`src/rtl/stc_pkg.sv`:
```
// Shared types, codes and helper functions of the staircase tracker.
package stc_pkg;

   localparam int MAX_STAIRS = 8;
   localparam int IDX_W      = $clog2(MAX_STAIRS);
   localparam int CNT_W      = 4;
   localparam int LVL_W      = 24;
   localparam int TRIAL_W    = 10;
   localparam int REV_W      = 8;
   localparam int RND_W      = 8;
   localparam int MOD_CNT_W  = $clog2(RND_W + 1);
   localparam int CSR_IDX_W  = 3;

   localparam logic signed [LVL_W-1:0] LVL_MAX = {1'b0, {(LVL_W-1){1'b1}}};
   localparam logic signed [LVL_W-1:0] LVL_MIN = {1'b1, {(LVL_W-1){1'b0}}};

   localparam logic [CNT_W-1:0]          STAIR_COUNT_RST = CNT_W'(2);
   localparam logic [REV_W-1:0]          MAX_REV_RST     = REV_W'(6);
   localparam logic [TRIAL_W-1:0]        MAX_TRIALS_RST  = TRIAL_W'(100);
   localparam logic signed [LVL_W-1:0]   STEP_SIZE_RST   = LVL_W'(256);
   localparam logic signed [LVL_W-1:0]   START_LEVEL_RST = '0;

   typedef logic [IDX_W-1:0] stair_idx_type;

   typedef enum logic [1:0] {
      FUNC_ANSWER  = 2'd0,
      FUNC_START   = 2'd1,
      FUNC_RESTART = 2'd2
   } func_type;

   typedef enum logic [CSR_IDX_W-1:0] {
      CSR_STAIR_COUNT = 3'd0,
      CSR_MAX_REV     = 3'd1,
      CSR_MAX_TRIALS  = 3'd2,
      CSR_STEP_SIZE   = 3'd3,
      CSR_START_LEVEL = 3'd4
   } csr_idx_type;

   typedef enum logic [4:0] {
      S_IDLE   = 5'b00001,
      S_UPDATE = 5'b00010,
      S_WAIT   = 5'b00100,
      S_LEVEL  = 5'b01000,
      S_EMIT   = 5'b10000
   } state_type;

   typedef struct packed {
      logic signed [LVL_W-1:0] level;
      logic                    going_up;
      logic [TRIAL_W-1:0]      trials;
      logic [REV_W-1:0]        reversals;
   } stair_entry_type;

   typedef struct packed {
      logic            en;
      stair_idx_type   addr;
      stair_entry_type entry;
   } stair_wr_type;

   typedef struct packed {
      logic                    en;
      logic signed [LVL_W-1:0] level;
   } stair_clr_type;

   typedef struct packed {
      logic                    report_valid;
      logic [2:0]              report_stair;
      logic [TRIAL_W-1:0]      trial_number;
      logic signed [LVL_W-1:0] previous_level;
      logic                    answer_out;
      logic                    reversal;
      logic                    next_valid;
      logic [2:0]              next_stair;
      logic signed [LVL_W-1:0] next_level;
      logic                    all_finished;
   } result_type;

   // Clamp the programmed stair count to 1..MAX_STAIRS.
   function automatic logic [CNT_W-1:0] used_count(logic [CNT_W-1:0] count);
      logic [CNT_W-1:0] n;
      n = count;
      if (n == '0) n = CNT_W'(1);
      if (n > CNT_W'(MAX_STAIRS)) n = CNT_W'(MAX_STAIRS);
      return n;
   endfunction

   function automatic logic every_done(logic [MAX_STAIRS-1:0] done, logic [CNT_W-1:0] n);
      logic r;
      r = 1'b1;
      for (int i = 0; i < MAX_STAIRS; i++) begin
         if (CNT_W'(i) < n && !done[i]) r = 1'b0;
      end
      return r;
   endfunction

   // First unfinished stair at or after start, wrapping at n.
   function automatic stair_idx_type pick_stair(logic [MAX_STAIRS-1:0] done,
                                                logic [CNT_W-1:0] n, stair_idx_type start);
      logic [CNT_W:0] pos;
      stair_idx_type  sel;
      logic           found;
      sel   = start;
      found = 1'b0;
      for (int k = 0; k < MAX_STAIRS; k++) begin
         pos = (CNT_W+1)'(start) + (CNT_W+1)'(k);
         if (pos >= (CNT_W+1)'(n)) pos = pos - (CNT_W+1)'(n);
         if (!found && (CNT_W+1)'(k) < (CNT_W+1)'(n) && !done[pos[IDX_W-1:0]]) begin
            sel   = pos[IDX_W-1:0];
            found = 1'b1;
         end
      end
      return sel;
   endfunction

endpackage

```
`src/rtl/stc_stair_mem.sv`:
```
// Per-stair state memory with valid bits and a restart level snapshot.
module stc_stair_mem import stc_pkg::*; (
   input  logic            clock,
   input  logic            reset,
   input  stair_wr_type    wr,
   input  stair_clr_type   clr,
   input  stair_idx_type   rd_addr,
   output stair_entry_type rd_entry
);

   stair_entry_type         mem [MAX_STAIRS];
   logic [MAX_STAIRS-1:0]   valid_ff;
   logic [MAX_STAIRS-1:0]   valid_in;
   logic signed [LVL_W-1:0] snap_ff;
   logic signed [LVL_W-1:0] snap_in;
   stair_entry_type         rd_data_ff;
   logic                    rd_valid_ff;
   stair_entry_type         blank;

   always_ff @(posedge clock) begin
      if (wr.en) begin
         mem[wr.addr] <= wr.entry;
      end
      rd_data_ff <= mem[rd_addr];
   end

   always_comb begin
      valid_in = valid_ff;
      snap_in  = snap_ff;
      if (clr.en) begin
         valid_in = '0;
         snap_in  = clr.level;
      end else if (wr.en) begin
         valid_in[wr.addr] = 1'b1;
      end
   end

   always_ff @(posedge clock) begin
      if (reset) begin
         valid_ff    <= '0;
         snap_ff     <= START_LEVEL_RST;
         rd_valid_ff <= 1'b0;
      end else begin
         valid_ff    <= valid_in;
         snap_ff     <= snap_in;
         rd_valid_ff <= valid_ff[rd_addr];
      end
   end

   // Unwritten entries read as a freshly restarted stair.
   always_comb begin
      blank       = '0;
      blank.level = snap_ff;
      rd_entry    = rd_valid_ff ? rd_data_ff : blank;
   end

endmodule

```
`src/rtl/stc_mod_unit.sv`:
```
// Bit-serial remainder of the random pick by the stair count.
module stc_mod_unit import stc_pkg::*; (
   input  logic             clock,
   input  logic             reset,
   input  logic             start,
   input  logic [RND_W-1:0] dividend,
   input  logic [CNT_W-1:0] divisor,
   output logic             done,
   output stair_idx_type    remainder
);

   logic                 busy_ff, busy_in;
   logic [MOD_CNT_W-1:0] cnt_ff, cnt_in;
   logic [RND_W-1:0]     dvd_ff, dvd_in;
   logic [CNT_W-1:0]     div_ff, div_in;
   stair_idx_type        rem_ff, rem_in;
   logic [CNT_W-1:0]     rem_sh;

   always_comb begin
      busy_in = busy_ff;
      cnt_in  = cnt_ff;
      dvd_in  = dvd_ff;
      div_in  = div_ff;
      rem_in  = rem_ff;
      rem_sh  = {rem_ff, dvd_ff[RND_W-1]};
      if (start) begin
         busy_in = 1'b1;
         cnt_in  = '0;
         dvd_in  = dividend;
         div_in  = divisor;
         rem_in  = '0;
      end else if (busy_ff) begin
         // Shift in one dividend bit, subtract when it fits.
         dvd_in = {dvd_ff[RND_W-2:0], 1'b0};
         rem_in = (rem_sh >= div_ff) ? IDX_W'(rem_sh - div_ff) : IDX_W'(rem_sh);
         cnt_in = cnt_ff + MOD_CNT_W'(1);
         if (cnt_ff == MOD_CNT_W'(RND_W - 1)) busy_in = 1'b0;
      end
   end

   always_ff @(posedge clock) begin
      if (reset) begin
         busy_ff <= 1'b0;
         cnt_ff  <= '0;
      end else begin
         busy_ff <= busy_in;
         cnt_ff  <= cnt_in;
      end
      dvd_ff <= dvd_in;
      div_ff <= div_in;
      rem_ff <= rem_in;
   end

   assign done      = !busy_ff;
   assign remainder = rem_ff;

endmodule

```
`src/rtl/interleaved_staircase_tracker_unit.sv`:
```
// Top level of the interleaved one-up one-down staircase tracker.
//
// Usage: each request on the req_ channel (func in req_tuser, answer and
// random_pick in req_tdata) yields exactly one response on the rsp_ channel.
// An answer request updates the current stair and reports the trial, then
// picks the next unfinished stair; a start request only picks; a restart
// request reinitializes every stair to start_level. The user must write
// registers through csr_we/csr_index/csr_wdata only while no request is in
// flight; the block itself does not enforce it.
//
// Sequence: an answer or start request that picks a stair runs S_UPDATE,
// S_WAIT while the bit-serial remainder unit takes one bit of random_pick
// per cycle in eight steps, S_LEVEL for a registered read of the chosen
// stair's level, and S_EMIT; the answer that finishes the last stair skips
// S_LEVEL, and the other requests go from S_UPDATE to S_EMIT. One request
// is in flight at a time; req_tready rises together with rsp_tvalid.
// Reset: all stairs read as start level with cleared counters, current stair
// is 0, registers take their defaults, no response is pending.
// Stall: a held response waits in the output register; the next request is
// still accepted and its response waits until the register drains.
module interleaved_staircase_tracker_unit import stc_pkg::*; (
   input  logic                 clock,
   input  logic                 reset,
   // configuration
   input  logic                 csr_we,
   input  logic [CSR_IDX_W-1:0] csr_index,
   input  logic [LVL_W-1:0]     csr_wdata,
   // requests
   input  logic                 req_tvalid,
   output logic                 req_tready,
   input  logic [15:0]          req_tdata,   // answer, random_pick, zero fill
   input  logic [1:0]           req_tuser,   // func
   // responses
   output logic                 rsp_tvalid,
   input  logic                 rsp_tready,
   output logic [71:0]          rsp_tdata,   // report_stair, trial_number, previous_level,
                                             // answer_out, reversal, next_stair,
                                             // next_level, all_finished, zero fill
   output logic [1:0]           rsp_tuser    // report_valid, next_valid
);

   // configuration registers
   logic [CNT_W-1:0]        stair_count_ff;
   logic [REV_W-1:0]        max_rev_ff;
   logic [TRIAL_W-1:0]      max_trials_ff;
   logic signed [LVL_W-1:0] step_size_ff;
   logic signed [LVL_W-1:0] start_level_ff;

   // sequencer state
   state_type             state_ff, state_in;
   func_type              func_ff, func_in;
   logic                  ans_ff, ans_in;
   stair_idx_type         cur_ff, cur_in;
   logic [MAX_STAIRS-1:0] done_ff, done_in;
   result_type            res_ff, res_in;
   logic                  rsp_valid_ff, rsp_valid_in;
   result_type            rsp_data_ff, rsp_data_in;

   logic                  accept;
   logic [CNT_W-1:0]      n_used;
   logic                  all_done;
   stair_idx_type         pick_idx;
   stair_idx_type         rd_addr;
   stair_entry_type       rd_entry;
   stair_wr_type          wr;
   stair_clr_type         clr;
   logic                  mod_done;
   stair_idx_type         mod_rem;

   // trial update datapath
   logic                    up;
   logic                    rev;
   logic [REV_W-1:0]        rev_cnt;
   logic [TRIAL_W-1:0]      trials_new;
   logic signed [LVL_W:0]   sum;
   logic signed [LVL_W-1:0] level_new;
   logic                    finished;

   assign req_tready = (state_ff == S_IDLE);
   assign accept     = req_tvalid && req_tready;
   assign n_used     = used_count(stair_count_ff);
   assign all_done   = every_done(done_ff, n_used);
   assign pick_idx   = pick_stair(done_ff, n_used, mod_rem);
   // Read the current stair, or the candidate while the pick resolves.
   assign rd_addr    = (state_ff == S_WAIT) ? pick_idx : cur_ff;

   stc_stair_mem u_mem (
      .clock    (clock),
      .reset    (reset),
      .wr       (wr),
      .clr      (clr),
      .rd_addr  (rd_addr),
      .rd_entry (rd_entry)
   );

   stc_mod_unit u_mod (
      .clock     (clock),
      .reset     (reset),
      .start     (accept),
      .dividend  (req_tdata[RND_W:1]),
      .divisor   (n_used),
      .done      (mod_done),
      .remainder (mod_rem)
   );

   // One-up one-down step of the current stair, with saturation.
   always_comb begin
      up         = !ans_ff;
      rev        = (rd_entry.trials != '0) && (rd_entry.going_up != up);
      rev_cnt    = (rev && rd_entry.reversals != '1) ? rd_entry.reversals + REV_W'(1)
                                                     : rd_entry.reversals;
      trials_new = (rd_entry.trials != '1) ? rd_entry.trials + TRIAL_W'(1)
                                           : rd_entry.trials;
      sum        = up ? ({rd_entry.level[LVL_W-1], rd_entry.level}
                         + {step_size_ff[LVL_W-1], step_size_ff})
                      : ({rd_entry.level[LVL_W-1], rd_entry.level}
                         - {step_size_ff[LVL_W-1], step_size_ff});
      if (sum[LVL_W] != sum[LVL_W-1]) begin
         level_new = sum[LVL_W] ? LVL_MIN : LVL_MAX;
      end else begin
         level_new = sum[LVL_W-1:0];
      end
      finished   = (trials_new >= max_trials_ff) || (rev_cnt >= max_rev_ff);
   end

   always_comb begin
      state_in     = state_ff;
      func_in      = func_ff;
      ans_in       = ans_ff;
      cur_in       = cur_ff;
      done_in      = done_ff;
      res_in       = res_ff;
      rsp_data_in  = rsp_data_ff;
      // drop the held response once it is taken
      rsp_valid_in = rsp_valid_ff && !rsp_tready;
      wr           = '0;
      clr          = '0;

      unique case (state_ff)
         S_IDLE: begin
            if (accept) begin
               func_in  = func_type'(req_tuser);
               ans_in   = req_tdata[0];
               res_in   = '0;
               state_in = S_UPDATE;
            end
         end

         S_UPDATE: begin
            unique case (func_ff)
               FUNC_RESTART: begin
                  clr.en              = 1'b1;
                  clr.level           = start_level_ff;
                  done_in             = '0;
                  res_in.all_finished = 1'b0;
                  state_in            = S_EMIT;
               end
               FUNC_START: begin
                  if (all_done) begin
                     res_in.all_finished = 1'b1;
                     state_in            = S_EMIT;
                  end else begin
                     state_in = S_WAIT;
                  end
               end
               FUNC_ANSWER: begin
                  if (all_done) begin
                     res_in.all_finished = 1'b1;
                     state_in            = S_EMIT;
                  end else begin
                     // Report only a stair that is in use and still running.
                     if ((CNT_W'(cur_ff) < n_used) && !done_ff[cur_ff]) begin
                        wr.en                  = 1'b1;
                        wr.addr                = cur_ff;
                        wr.entry.level         = level_new;
                        wr.entry.going_up      = up;
                        wr.entry.trials        = trials_new;
                        wr.entry.reversals     = rev_cnt;
                        done_in[cur_ff]        = finished;
                        res_in.report_valid    = 1'b1;
                        res_in.report_stair    = 3'(cur_ff);
                        res_in.trial_number    = trials_new;
                        res_in.previous_level  = rd_entry.level;
                        res_in.answer_out      = ans_ff;
                        res_in.reversal        = rev;
                     end
                     state_in = S_WAIT;
                  end
               end
               default: begin
                  res_in.all_finished = all_done;
                  state_in            = S_EMIT;
               end
            endcase
         end

         S_WAIT: begin
            if (mod_done) begin
               if (all_done) begin
                  res_in.all_finished = 1'b1;
                  state_in            = S_EMIT;
               end else begin
                  cur_in            = pick_idx;
                  res_in.next_valid = 1'b1;
                  res_in.next_stair = 3'(pick_idx);
                  state_in          = S_LEVEL;
               end
            end
         end

         S_LEVEL: begin
            res_in.next_level = rd_entry.level;
            state_in          = S_EMIT;
         end

         S_EMIT: begin
            // hold until the output register is free
            if (!rsp_valid_ff || rsp_tready) begin
               rsp_data_in  = res_ff;
               rsp_valid_in = 1'b1;
               state_in     = S_IDLE;
            end
         end

         default: begin
            state_in = S_IDLE;
         end
      endcase
   end

   always_ff @(posedge clock) begin
      if (reset) begin
         state_ff       <= S_IDLE;
         cur_ff         <= '0;
         done_ff        <= '0;
         rsp_valid_ff   <= 1'b0;
         stair_count_ff <= STAIR_COUNT_RST;
         max_rev_ff     <= MAX_REV_RST;
         max_trials_ff  <= MAX_TRIALS_RST;
         step_size_ff   <= STEP_SIZE_RST;
         start_level_ff <= START_LEVEL_RST;
      end else begin
         state_ff     <= state_in;
         cur_ff       <= cur_in;
         done_ff      <= done_in;
         rsp_valid_ff <= rsp_valid_in;
         if (csr_we) begin
            unique case (csr_index)
               CSR_STAIR_COUNT: stair_count_ff <= csr_wdata[CNT_W-1:0];
               CSR_MAX_REV:     max_rev_ff     <= csr_wdata[REV_W-1:0];
               CSR_MAX_TRIALS:  max_trials_ff  <= csr_wdata[TRIAL_W-1:0];
               CSR_STEP_SIZE:   step_size_ff   <= csr_wdata;
               CSR_START_LEVEL: start_level_ff <= csr_wdata;
               default: ;
            endcase
         end
      end
      func_ff     <= func_in;
      ans_ff      <= ans_in;
      res_ff      <= res_in;
      rsp_data_ff <= rsp_data_in;
   end

   assign rsp_tvalid = rsp_valid_ff;
   assign rsp_tuser  = {rsp_data_ff.next_valid, rsp_data_ff.report_valid};
   assign rsp_tdata  = {5'b0,
                        rsp_data_ff.all_finished,
                        rsp_data_ff.next_level,
                        rsp_data_ff.next_stair,
                        rsp_data_ff.reversal,
                        rsp_data_ff.answer_out,
                        rsp_data_ff.previous_level,
                        rsp_data_ff.trial_number,
                        rsp_data_ff.report_stair};

endmodule

```
`config.mk`:
```
export PLATFORM = sky130hd
export DESIGN_NAME = interleaved_staircase_tracker_unit
export DESIGN_NICKNAME = d
export VERILOG_FILES = /design/src/rtl/stc_pkg.sv /design/src/rtl/stc_stair_mem.sv /design/src/rtl/stc_mod_unit.sv /design/src/rtl/interleaved_staircase_tracker_unit.sv
export SDC_FILE = /design/constraint.sdc
export NUM_CORES = 1
export LEC_CHECK = 0
export ABC_CLOCK_PERIOD_IN_PS = 7800
export BUFFER_PORTS_ARGS = -buffer_cell sky130_fd_sc_hd__buf_4
export CAP_MARGIN = 20
export CORE_ASPECT_RATIO = 1.5
export CORE_MARGIN = 4
export CORE_UTILIZATION = 30
export DETAILED_ROUTE_END_ITERATION = 8
export SKIP_CTS_REPAIR_TIMING = 1
export SYNTH_ARGS = -nofsm -noshare
export SYNTH_HDL_FRONTEND = slang
export SYNTH_SLANG_ARGS = --single-unit
```
`constraint.sdc`:
```
create_clock -name clock -period 7.8 [get_ports clock]
set_input_delay 0 -clock clock [delete_from_list [all_inputs] [get_ports clock]]
set_output_delay 0 -clock clock [all_outputs]
set_load 0.05 [all_outputs]
```
# Word level (Yosys, flattened, before mapping)
# Memories as Yosys holds them, arrays and structs flattened. A register that Yosys moved wholly into a read port is not among the register bits.
# Cells that the tools add are included.
[totals]
register_bits = 281
mem_bits_rw = 344
inputBits = 50
out_inout_bits = 76
wordCells = 321
memories = 1
[op_classes]
n_addsub = 21
magnitude_cmp = 42
n_eq_ne = 25
mux = 104
bitwise_logic = 3
reduce_logical = 86
[mem_list]
columns = ["memory", "words", "width", "rd", "rd_clocked_by_memory_dff", "wr", "line", "source"]
rows = [
  ["u_mem.mem", 8, 43, 1, 1, 1, "stc_stair_mem.sv:11", "stair_entry_type mem [MAX_STAIRS];"],
]
[op_table]
columns = ["operator", "count"]
rows = [
  ["$mux 47", 4],
  ["$mux 40", 3],
  ["$pmux 40 s2", 1],
  ["$mux 25", 3],
  ["$mux 69", 1],
  ["$mux 3", 18],
  ["$mux 24", 2],
  ["$pmux 24 s2", 1],
  ["$lt 3x4->1 const B", 11],
  ["$mux 43", 1],
  ["$mux 8", 5],
  ["$mux 1", 36],
  ["$ge 4x4->1", 8],
  ["$lt 3x4->1 const A", 8],
  ["$bmux 1 s3", 10],
  ["$logic_and 1x1->1", 30],
  ["$mux 5", 6],
  ["$logic_not 1->1", 27],
  ["$sub 3x3->3", 9],
  ["$add 24x24->25", 1],
  ["$pmux 5 s5", 1],
  ["$sub 24x24->25", 1],
  ["$add 3x3->4 const B", 4],
  ["$lt 1x4->1 const A", 4],
  ["other kinds (50)", 86],
]

# Longest topological paths before layout
# Gate-level depths: netlist of the first run.
[logic_depth]
depth_word = 42
depth_mapped = 27
ltp_nobuf = 24

# Modules after synthesis
# A second synthesis of the first run with hierarchy kept.
[hier_totals]
cells_unflattened = 2267
area_unflattened_um2 = 30261.5
[by_module_without_submodules]
columns = ["mod", "instances", "cells_each", "area_each_um2", "seq_area_each_um2"]
rows = [
  ["stc_stair_mem", 1, 706, 15406.0, 11851.4],
  ["interleaved_staircase_tracker_unit", 1, 1487, 13897.1, 5975.7],
  ["stc_mod_unit", 1, 74, 958.4, 520.5],
]

# Worst setup path before layout of the first run
# OpenSTA, ideal clock, no wires.
[synth_timing]
path_kind = "flip-flop to flip-flop"
from = "reg stair_count_ff[3]"
to = "mem u_mem.mem[0][0] in the netlist's numbering, enable pin"
setup_time_ns = 0.554
arrival_time_ns = 6.032
required_time_ns = 7.246
slack_ns = 1.214
stages_incl_launch_ff = 11
n_path_buf = 1
synth_period_minus_slack_ns = 6.586
cell_sequence = "dfxtp_1 -> inv_1 -> nand2_1 -> ha_1 -> o31a_1 -> o21ai_0 -> a21oi_1 -> nor3_1 -> nand2b_1 -> clkbuf_1 -> nor4_1"
[synth_via]
elab_chain_cells = 19
word_cells_on_any_way = 36
classes_between = "order compare (10); mux (16); reduce/logical (10)"
[synth_lines]
columns = ["element", "line", "source"]
rows = [
  ["start: declaration", "interleaved_staircase_tracker_unit.sv:43", "logic [CNT_W-1:0] stair_count_ff;"],
  ["start signal: assignment", "interleaved_staircase_tracker_unit.sv:249", "CSR_STAIR_COUNT: stair_count_ff <= csr_wdata[CNT_W-1:0];"],
  ["$logic_not 4->1", "stc_pkg.sv:82", "if (n == '0) n = CNT_W'(1);"],
  ["$mux 4 *", "stc_pkg.sv:82", ""],
  ["$gt 4x4->1", "stc_pkg.sv:83", "if (n > CNT_W'(MAX_STAIRS)) n = CNT_W'(MAX_STAIRS);"],
  ["$mux 4 *", "stc_pkg.sv:83", ""],
  ["$lt 1x4->1", "stc_pkg.sv:91", "if (CNT_W'(i) < n && !done[i]) r = 1'b0;"],
  ["$logic_and 1x1->1", "stc_pkg.sv:91", ""],
  ["$mux 1 (8 in series)", "stc_pkg.sv:91", ""],
  ["$mux 47 *", "interleaved_staircase_tracker_unit.sv:167", "if (all_done) begin"],
  ["$mux 47 *", "interleaved_staircase_tracker_unit.sv:150", "unique case (func_ff)"],
  ["$mux 47 *", "interleaved_staircase_tracker_unit.sv:139", "unique case (state_ff)"],
  ["$mux 1", "stc_stair_mem.sv:21", "if (wr.en) begin"],
  ["$mux 1 (implied by the code)", "stc_stair_mem.sv:22", "mem[wr.addr] <= wr.entry;"],
  ["end: declaration", "stc_stair_mem.sv:11", ""],
]
# Mark *: on every way between the ends. The rest lies on a longest branch, timed or not.

==> key figures, run 1 <==
Run status
  • Status: finished with violations
  • Violated checks: hold timing

Finish
  • Core Util, Final: 34.7%
  • Nets: 2713
  • Register Area: 18300 um^2
  • # fillers: 9772
  • Area growth, synth to finish: 14.8%
  • Layout cells sized above 1: 14.4%
  • Multi-input logic area: 10800 um^2

Yosys
  • Async S/R FF share, synth: 0%
  • Avg Cell Area, Syn: 12.4 um^2
  • Yosys warns: 0
  • Synth unique cells: 89
  • Number of synthesized flops with an enable pin: 497
  • Top_reg_cell synth: edfxtp_1
  • Syn Inst Count: 2433
  • Synth Cell Area: 30200 um^2
  • Seq/Total Area, Yosys: 60.7%
  • Yosys reg bits: 668

Die
  • Cell Rows: 142
  • Starting Density: 30.2%
  • Std-Cell Core Area: 100000 um^2
  • Die X: 267 um
  • Ports: 126
  • Die ar.: 106000 um^2
  • Die Height: 397 um

STA
  • RSZ-0062 raised after global routing: no
  • Final min period: 6.74 ns
  • Final hold vios: 9
  • Slack of the critical path: 1.06 ns
  • Final worst path period share: 86.5%
  • Highest clock rate: 148 MHz
  • Worst Tran Pin Value: 1.06 ns
  • Final hold slack: -0.00872 ns
  • Final setup violation count: 0
  • Clk_skew: 0.0217 ns
  • Pins Over Slew Limit: 0
  • Setup TNS: 0 ns
  • Rel. slew slack: 28.8%

Worst setup path
  • Max incr delay on CP: 0.62 ns
  • WP data arrival: 7.06 ns
  • CP Class: flip-flop to flip-flop
  • Most frequent CP cell: o21ai_0
  • Critical path fanouts, max: 23
  • R2r setup slk: 1.06 ns
  • Critical Path Sink Type: flip-flop
  • Worst path slowest cell: or4b_2
  • Crit path buffers/inverters: 1
  • WP data required: 8.11 ns
  • CP Cell Sequence: mux2i_1, ha_1, fa_1, nor2b_1, o21ai_0, a21boi_0, o21ai_0, a21boi_0, o21ai_0, a31oi_1, a311o_1, a21oi_1, o21ai_0, a21o_1, a21o_1, a21oi_1, xor2_1, ha_1, or4b_2, a21oi_1, a311oi_2, buf_4, o21a_1
  • Worst setup SP type: flip-flop
  • Top delay family on crit path: compound AO/OA/AOI/OAI gates

Routing
  • Final wirelength: 75.6 mm
  • Drt wl/cell: 19.3 um
  • Drt pass-1 iters: 5
  • Initial drt markers: 1110
  • M1 WL: 30.2 mm
  • Vias/cell: 4.92
  • Via Count: 19300
  • Routed wl met2: 39.2 mm
  • Max Used Layer: met5
  • Post-route antenna net violation count: 0
  • Met3 wire len: 3.04 mm
  • # DRC: 0

Clock tree
  • Clock-pin slew on the worst setup and hold paths: 0.07 ns
  • Htree depth: 2
  • CTS buffer count: 57
  • Clock Sink Count: 668
  • Clock Path Buffers: 3
  • CTS tree: built
  • CTS Root Cell: clkbuf_16
  • Clk_lat worst skew: 0.62 ns

Global route
  • First-pass GRT wire length: 114 mm
  • Total congestion overflow: 0
  • Largest net degree at the start of global routing: 77
  • Initial antenna violation count: 10
  • Number of global-route vias before repair: 19200
  • GRT Util Overall: 13.8%

Placed design
  • Pre-CTS setup slack: 1.11 ns
  • Final estimated routing congestion in global placement: 0.906
  • DP Wirelength: 49.8 mm
  • I/O Buffers: 113

Power and ir drop
  • Total power: 0.00912 W
  • PD cells: 263 nW/um^2
  • Leak: 11.5 nW
  • Max rail drop VDD: 142 uV

Worst hold path
  • Min-Delay Path Class: input port to flip-flop

Job
  • Max_cap viols: 0
flip-flops by register name (all words and copies together), names as in the netlist, 3 cells and up:
signal and cells:
u_mem.mem 344, u_mem.snap_ff 24, u_mod.dvd_ff 8, done_ff 8, rsp_tdata 67, state_ff 5, u_mod.div_ff 4, u_mem.valid_ff 8
u_mem.rd_data_ff 43, u_mod.cnt_ff 4, start_level_ff 24, cur_ff 3, u_mod.remainder 3, stair_count_ff 4, res_ff 69, step_size_ff 24
max_trials_ff 10, max_rev_ff 8
worst register-to-register path, cell delays in order (launching register included):
cell	delay (ns)
dfxtp_2	0.57
mux2i_1	0.42
ha_1	0.26
fa_1	0.19
nor2b_1	0.06
o21ai_0	0.22
a21boi_0	0.16
o21ai_0	0.43
a21boi_0	0.24
o21ai_0	0.26
a31oi_1	0.17
a311o_1	0.41
a21oi_1	0.23
o21ai_0	0.13
a21o_1	0.25
a21o_1	0.19
a21oi_1	0.17
xor2_1	0.11
ha_1	0.61
or4b_2	0.62
a21oi_1	0.17
a311oi_2	0.06
buf_4	0.28
o21a_1	0.25
cell usage in the layout (no fill, tap or decap), types with 14 or more instances in the layout:
master	netlist	routed
o2bb2ai_1	44	44
xnor2_1	40	40
dfxtp_1	171	170
nor2_1	194	189
nand2b_1	18	17
a21o_1	20	20
nor2b_1	25	25
xor2_1	26	26
a21oi_1	152	151
a221oi_2	43	43
buf_4	10	152
nand3_1	26	26
mux2_2	49	49
and2_1	20	19
nand2_1	267	265
dlygate4sd3_1	0	43
edfxtp_1	497	497
inv_1	106	106
clkbuf_16	0	57
mux2i_1	196	196
o21ai_0	58	58
nor3_1	37	36
and3_1	14	14
o21a_1	34	34
ha_1	83	83
power breakdown:
part	internal, W	switching [W]
combinational	0.000893	0.00144
sequential	0.00392	0.0000664
clock	0.00151	0.00129
total	0.00633	0.00279
through the flow:
stage	std cells	area, um^2
after floorplan	2437	30300
after global placement	3768	32500
after detailed placement	3768	32500
after CTS	3874	34300
after global routing	3920	34700
final	3923	34700
cell families after synthesis:
group                    count (synthesis)  synth area share, %
AND/OR/NAND/NOR                        668                 9.95
multiplexers                           248                 8.51
AO/OA/AOI/OAI                          463                 11.3
flip-flops                             668                 60.7
XOR/XNOR                                66                 1.91
buffers and inverters                  230                 3.82
adder cells (fa/ha/maj)                 89                 3.83
other                                    1               0.0124
layer usage:
layer,track usage [%],vias to the layer above
met5,0,-
met2,25.3,431
met1,15.9,9542
met4,5.53,6
li1,-,9178
met3,2.00,157
synthesized netlist by cell type (all sizes together), types with 20 or more instances:
cell	number	area, um^2
buf	57	504
clkbuf	66	248
ha	83	1040
xnor2	40	350
a21o	20	150
xor2	26	228
mux2i	197	1980
nand2	267	1000
and2	22	140
nand3	26	130
nor3	38	195
o2bb2ai	44	385
mux2	50	567
dfxtp	171	3420
nor2b	25	156
edfxtp	497	14900
a21oi	153	769
a221oi	45	663
inv	107	402
o21a	34	255
o21ai	66	330
nor2	194	728
path summary, 6_finish.rpt:
path | start | to | cells past startpoint
worst min-delay path | csr_index[1] | max_trials_ff[3] | 5
worst min register to register | res_ff[61] | rsp_tdata[9] | 0
worst max register to register | u_mem.rd_valid_ff | u_mem.mem[7][21] | 23
worst max-delay path | u_mem.rd_valid_ff | u_mem.mem[7][21] | 23
layout make-up:
type                    count  area share, %
clock inverters            34          0.858
flip-flops and latches    668           52.8
multi-input cells        1539           31.2
repair buffers            201           4.87
inverters                 107           1.16
diodes                      6         0.0432
well taps                1296           4.67
clock buffers              72           4.36
(Power assumes the default switching activity.)
==> run 2: changes to the inputs <==
Settings changed: RECOVER_POWER set to 50, REMOVE_ABC_BUFFERS set to 1.
==> key figures, run 2 (synthesis results as in run 1) <==
Run status
  • Status: finished with violations
  • Violated checks: hold timing, capacitance limit, slew limit

Global route
  • Largest net degree at the start of global routing: 83 (+7.8%)
  • GR Util met3: 2.50% (+0.50 points)
  • GRT Util Overall: 14.5% (+0.73 points)
  • Most Used Layer, Global Route: met2
  • Met1 Track Usage GR: 17.0% (+1.1 points)
  • M2 GR Usage: 26.5% (+1.1 points)
  • Total congestion overflow: 0 (unchanged)
  • Number of global-route vias before repair: 19000 (-1.4%)
  • Initial antenna violation count: 12 (+2)
  • First-pass GRT wire length: 117 mm (+3.1%)

Die
  • Die X: 267 um (unchanged)
  • Cell Rows: 142 (unchanged)
  • Starting Density: 30.2% (unchanged)
  • Die Height: 397 um (unchanged)
  • Ports: 126 (unchanged)
  • Die ar.: 106000 um^2 (unchanged)
  • Std-Cell Core Area: 100000 um^2 (unchanged)

Routing
  • Initial drt markers: 1353 (+22%)
  • Drt pass-1 iters: 5 (unchanged)
  • # DRC: 0 (unchanged)
  • Via Count: 19300 (+0.0052%)
  • Drt wl/cell: 20.0 um (+3.7%)
  • Vias/cell: 4.90 (-0.50%)
  • Post-route antenna net violation count: 0 (unchanged)
  • Final wirelength: 78.8 mm (+4.3%)

Worst setup path
  • CP Cell Sequence: buf_4, mux2i_1, inv_1, ha_1, a21boi_0, o21ai_0, a21boi_0, o21ai_0, a31oi_1, a311o_1, a21oi_1, o21ai_0, a21o_1, a21o_1, a21oi_1, xor2_1, ha_1, buf_4, and3_1, a311oi_2, buf_4, o21a_1
  • WP data required: 8.26 ns (+0.15 ns)
  • Max incr delay on CP: 0.68 ns (+0.06 ns)
  • Worst path slowest cell: mux2i_1
  • WP data arrival: 7.33 ns (+0.27 ns)
  • Critical path fanouts, max: 26 (+13%)
  • Crit path buffers/inverters: 4 (+3)
  • Worst setup SP type: flip-flop
  • R2r setup slk: 0.92 ns (-0.13 ns)
  • Critical Path Sink Type: flip-flop
  • Top delay family on crit path: compound AO/OA/AOI/OAI gates
  • CP Class: flip-flop to flip-flop

Finish
  • Reg with most FFs: u_mem.mem
  • Commonest non-fill, non-tap cell in the layout: edfxtp_1
  • Commonest non-fill, non-tap cells in the layout: edfxtp_1 (497), nand2_1 (266), mux2i_1 (196)
  • Layout Cells excl Fill: 3943 (+0.51%)
  • Area growth, synth to finish: 14.8% (about the same)
  • Design area: 34700 um^2 (about the same)
  • Nets: 2723 (+0.37%)
  • Largest register FFs: 344 (unchanged)
  • Layout cells sized above 1: 11.6% (-2.7 points)
  • Core Util, Final: 34.7% (about the same)

Clock tree
  • CTS buffer count: 61 (+7.0%)
  • CTS tree: built
  • Clock Sink Count: 668 (unchanged)
  • Clk_lat worst skew: 0.66 ns (+0.04 ns)
  • Htree depth: 2 (unchanged)
  • Clock-pin slew on the worst setup and hold paths: 0.07 ns (about the same)
  • Clock Path Buffers: 3 (unchanged)
  • CTS Root Cell: clkbuf_16

STA
  • Final hold vios: 3 (-6)
  • Final hold slack: -0.00490 ns (+0.00382 ns)
  • Pins Over Slew Limit: 343 (+343)
  • RSZ-0062 raised after global routing: no
  • Final worst path period share: 88.2% (+1.7 points)
  • Highest clock rate: 145 MHz (-1.9%)
  • Final min period: 6.88 ns (+0.132 ns)
  • Final setup violation count: 0 (unchanged)
  • Rel. slew slack: -175% (-200 points)
  • Clk_skew: 0.0213 ns (-0.000453 ns)
  • Worst Tran Pin Value: 4.12 ns (+3.06 ns)

Placed design
  • Placed Cells: 3771 (+0.080%)
  • DP Wirelength: 50.5 mm (+1.2%)
  • I/O Buffers: 113 (unchanged)
  • Dpl cell area: 32500 um^2 (about the same)
  • Final estimated routing congestion in global placement: 0.891 (-1.6%)

Worst hold path
  • Min-Delay Path Class: input port to flip-flop

Power and ir drop
  • PD cells: 273 nW/um^2 (+3.8%)
  • Leak: 11.3 nW (-1.4%)
  • Max rail drop VDD: 179 uV (+26%)

Job
  • Max_cap viols: 8 (+8)
==> run 2: routing by layer <==
metal / vias up / wire length (um) / part of all wire [%]
li1: 9213 / - / -
met1: 9519 / 31800 / 40
met2: 436 / 40600 / 52
met3: 143 / 3720 / 4.7
met4: 4 / 2660 / 3.4
met5: - / 27 / 0.034
==> run 2: per-stage QoR <==
stage / setup slack [ns] / hold slack [ns] / total power, W / TNS [ns]
floorplan: -2.87 / 0.0691 / 0.00575 / -122.63
global placement: 1.20 / 0.182 / 0.00636 / 0
detailed placement: 1.19 / 0.184 / 0.00639 / 0
CTS: 1.17 / -0.511 / 0.00953 / 0
global route: 0.444 / 0.00552 / 0.00992 / 0
finish: 0.924 / -0.00490 / 0.00946 / 0
==> run 2: cell type report <==
type	instances	area, um^2
sequential	668	18300
antenna	11	27.5
multi-input combinational	1539	10800
timing repair buffer	207	1400
clock inverter	42	479
fill	9845	65300
tap	1296	1620
clock buffer	73	1620
inverter	107	402
==> run 2: report_power, final <==
part / leakage, nW / internal (W) / switching [W] / total [W]
clock network: 1.02 / 0.00177 / 0.00136 / 0.00312
registers: 5.45 / 0.00392 / 0.0000537 / 0.00398
logic: 4.86 / 0.000886 / 0.00148 / 0.00237
==> run 2: tightest hold or removal path, cell delays in order <==
cell,delay [ns]
buf_4,0.09
nand3_1,0.07
buf_4,0.26
nand2_1,0.11
a21oi_1,0.05
==> run 2: path summary, 6_finish.rpt <==
path / cells past startpoint / to / start
worst min register to register: 0 / rsp_tdata[2] / res_ff[67]
worst max-delay path: 22 / u_mem.mem[6][22] / u_mem.rd_valid_ff
worst max register to register: 22 / u_mem.mem[6][22] / u_mem.rd_valid_ff
worst min-delay path: 5 / start_level_ff[7] / csr_index[2]
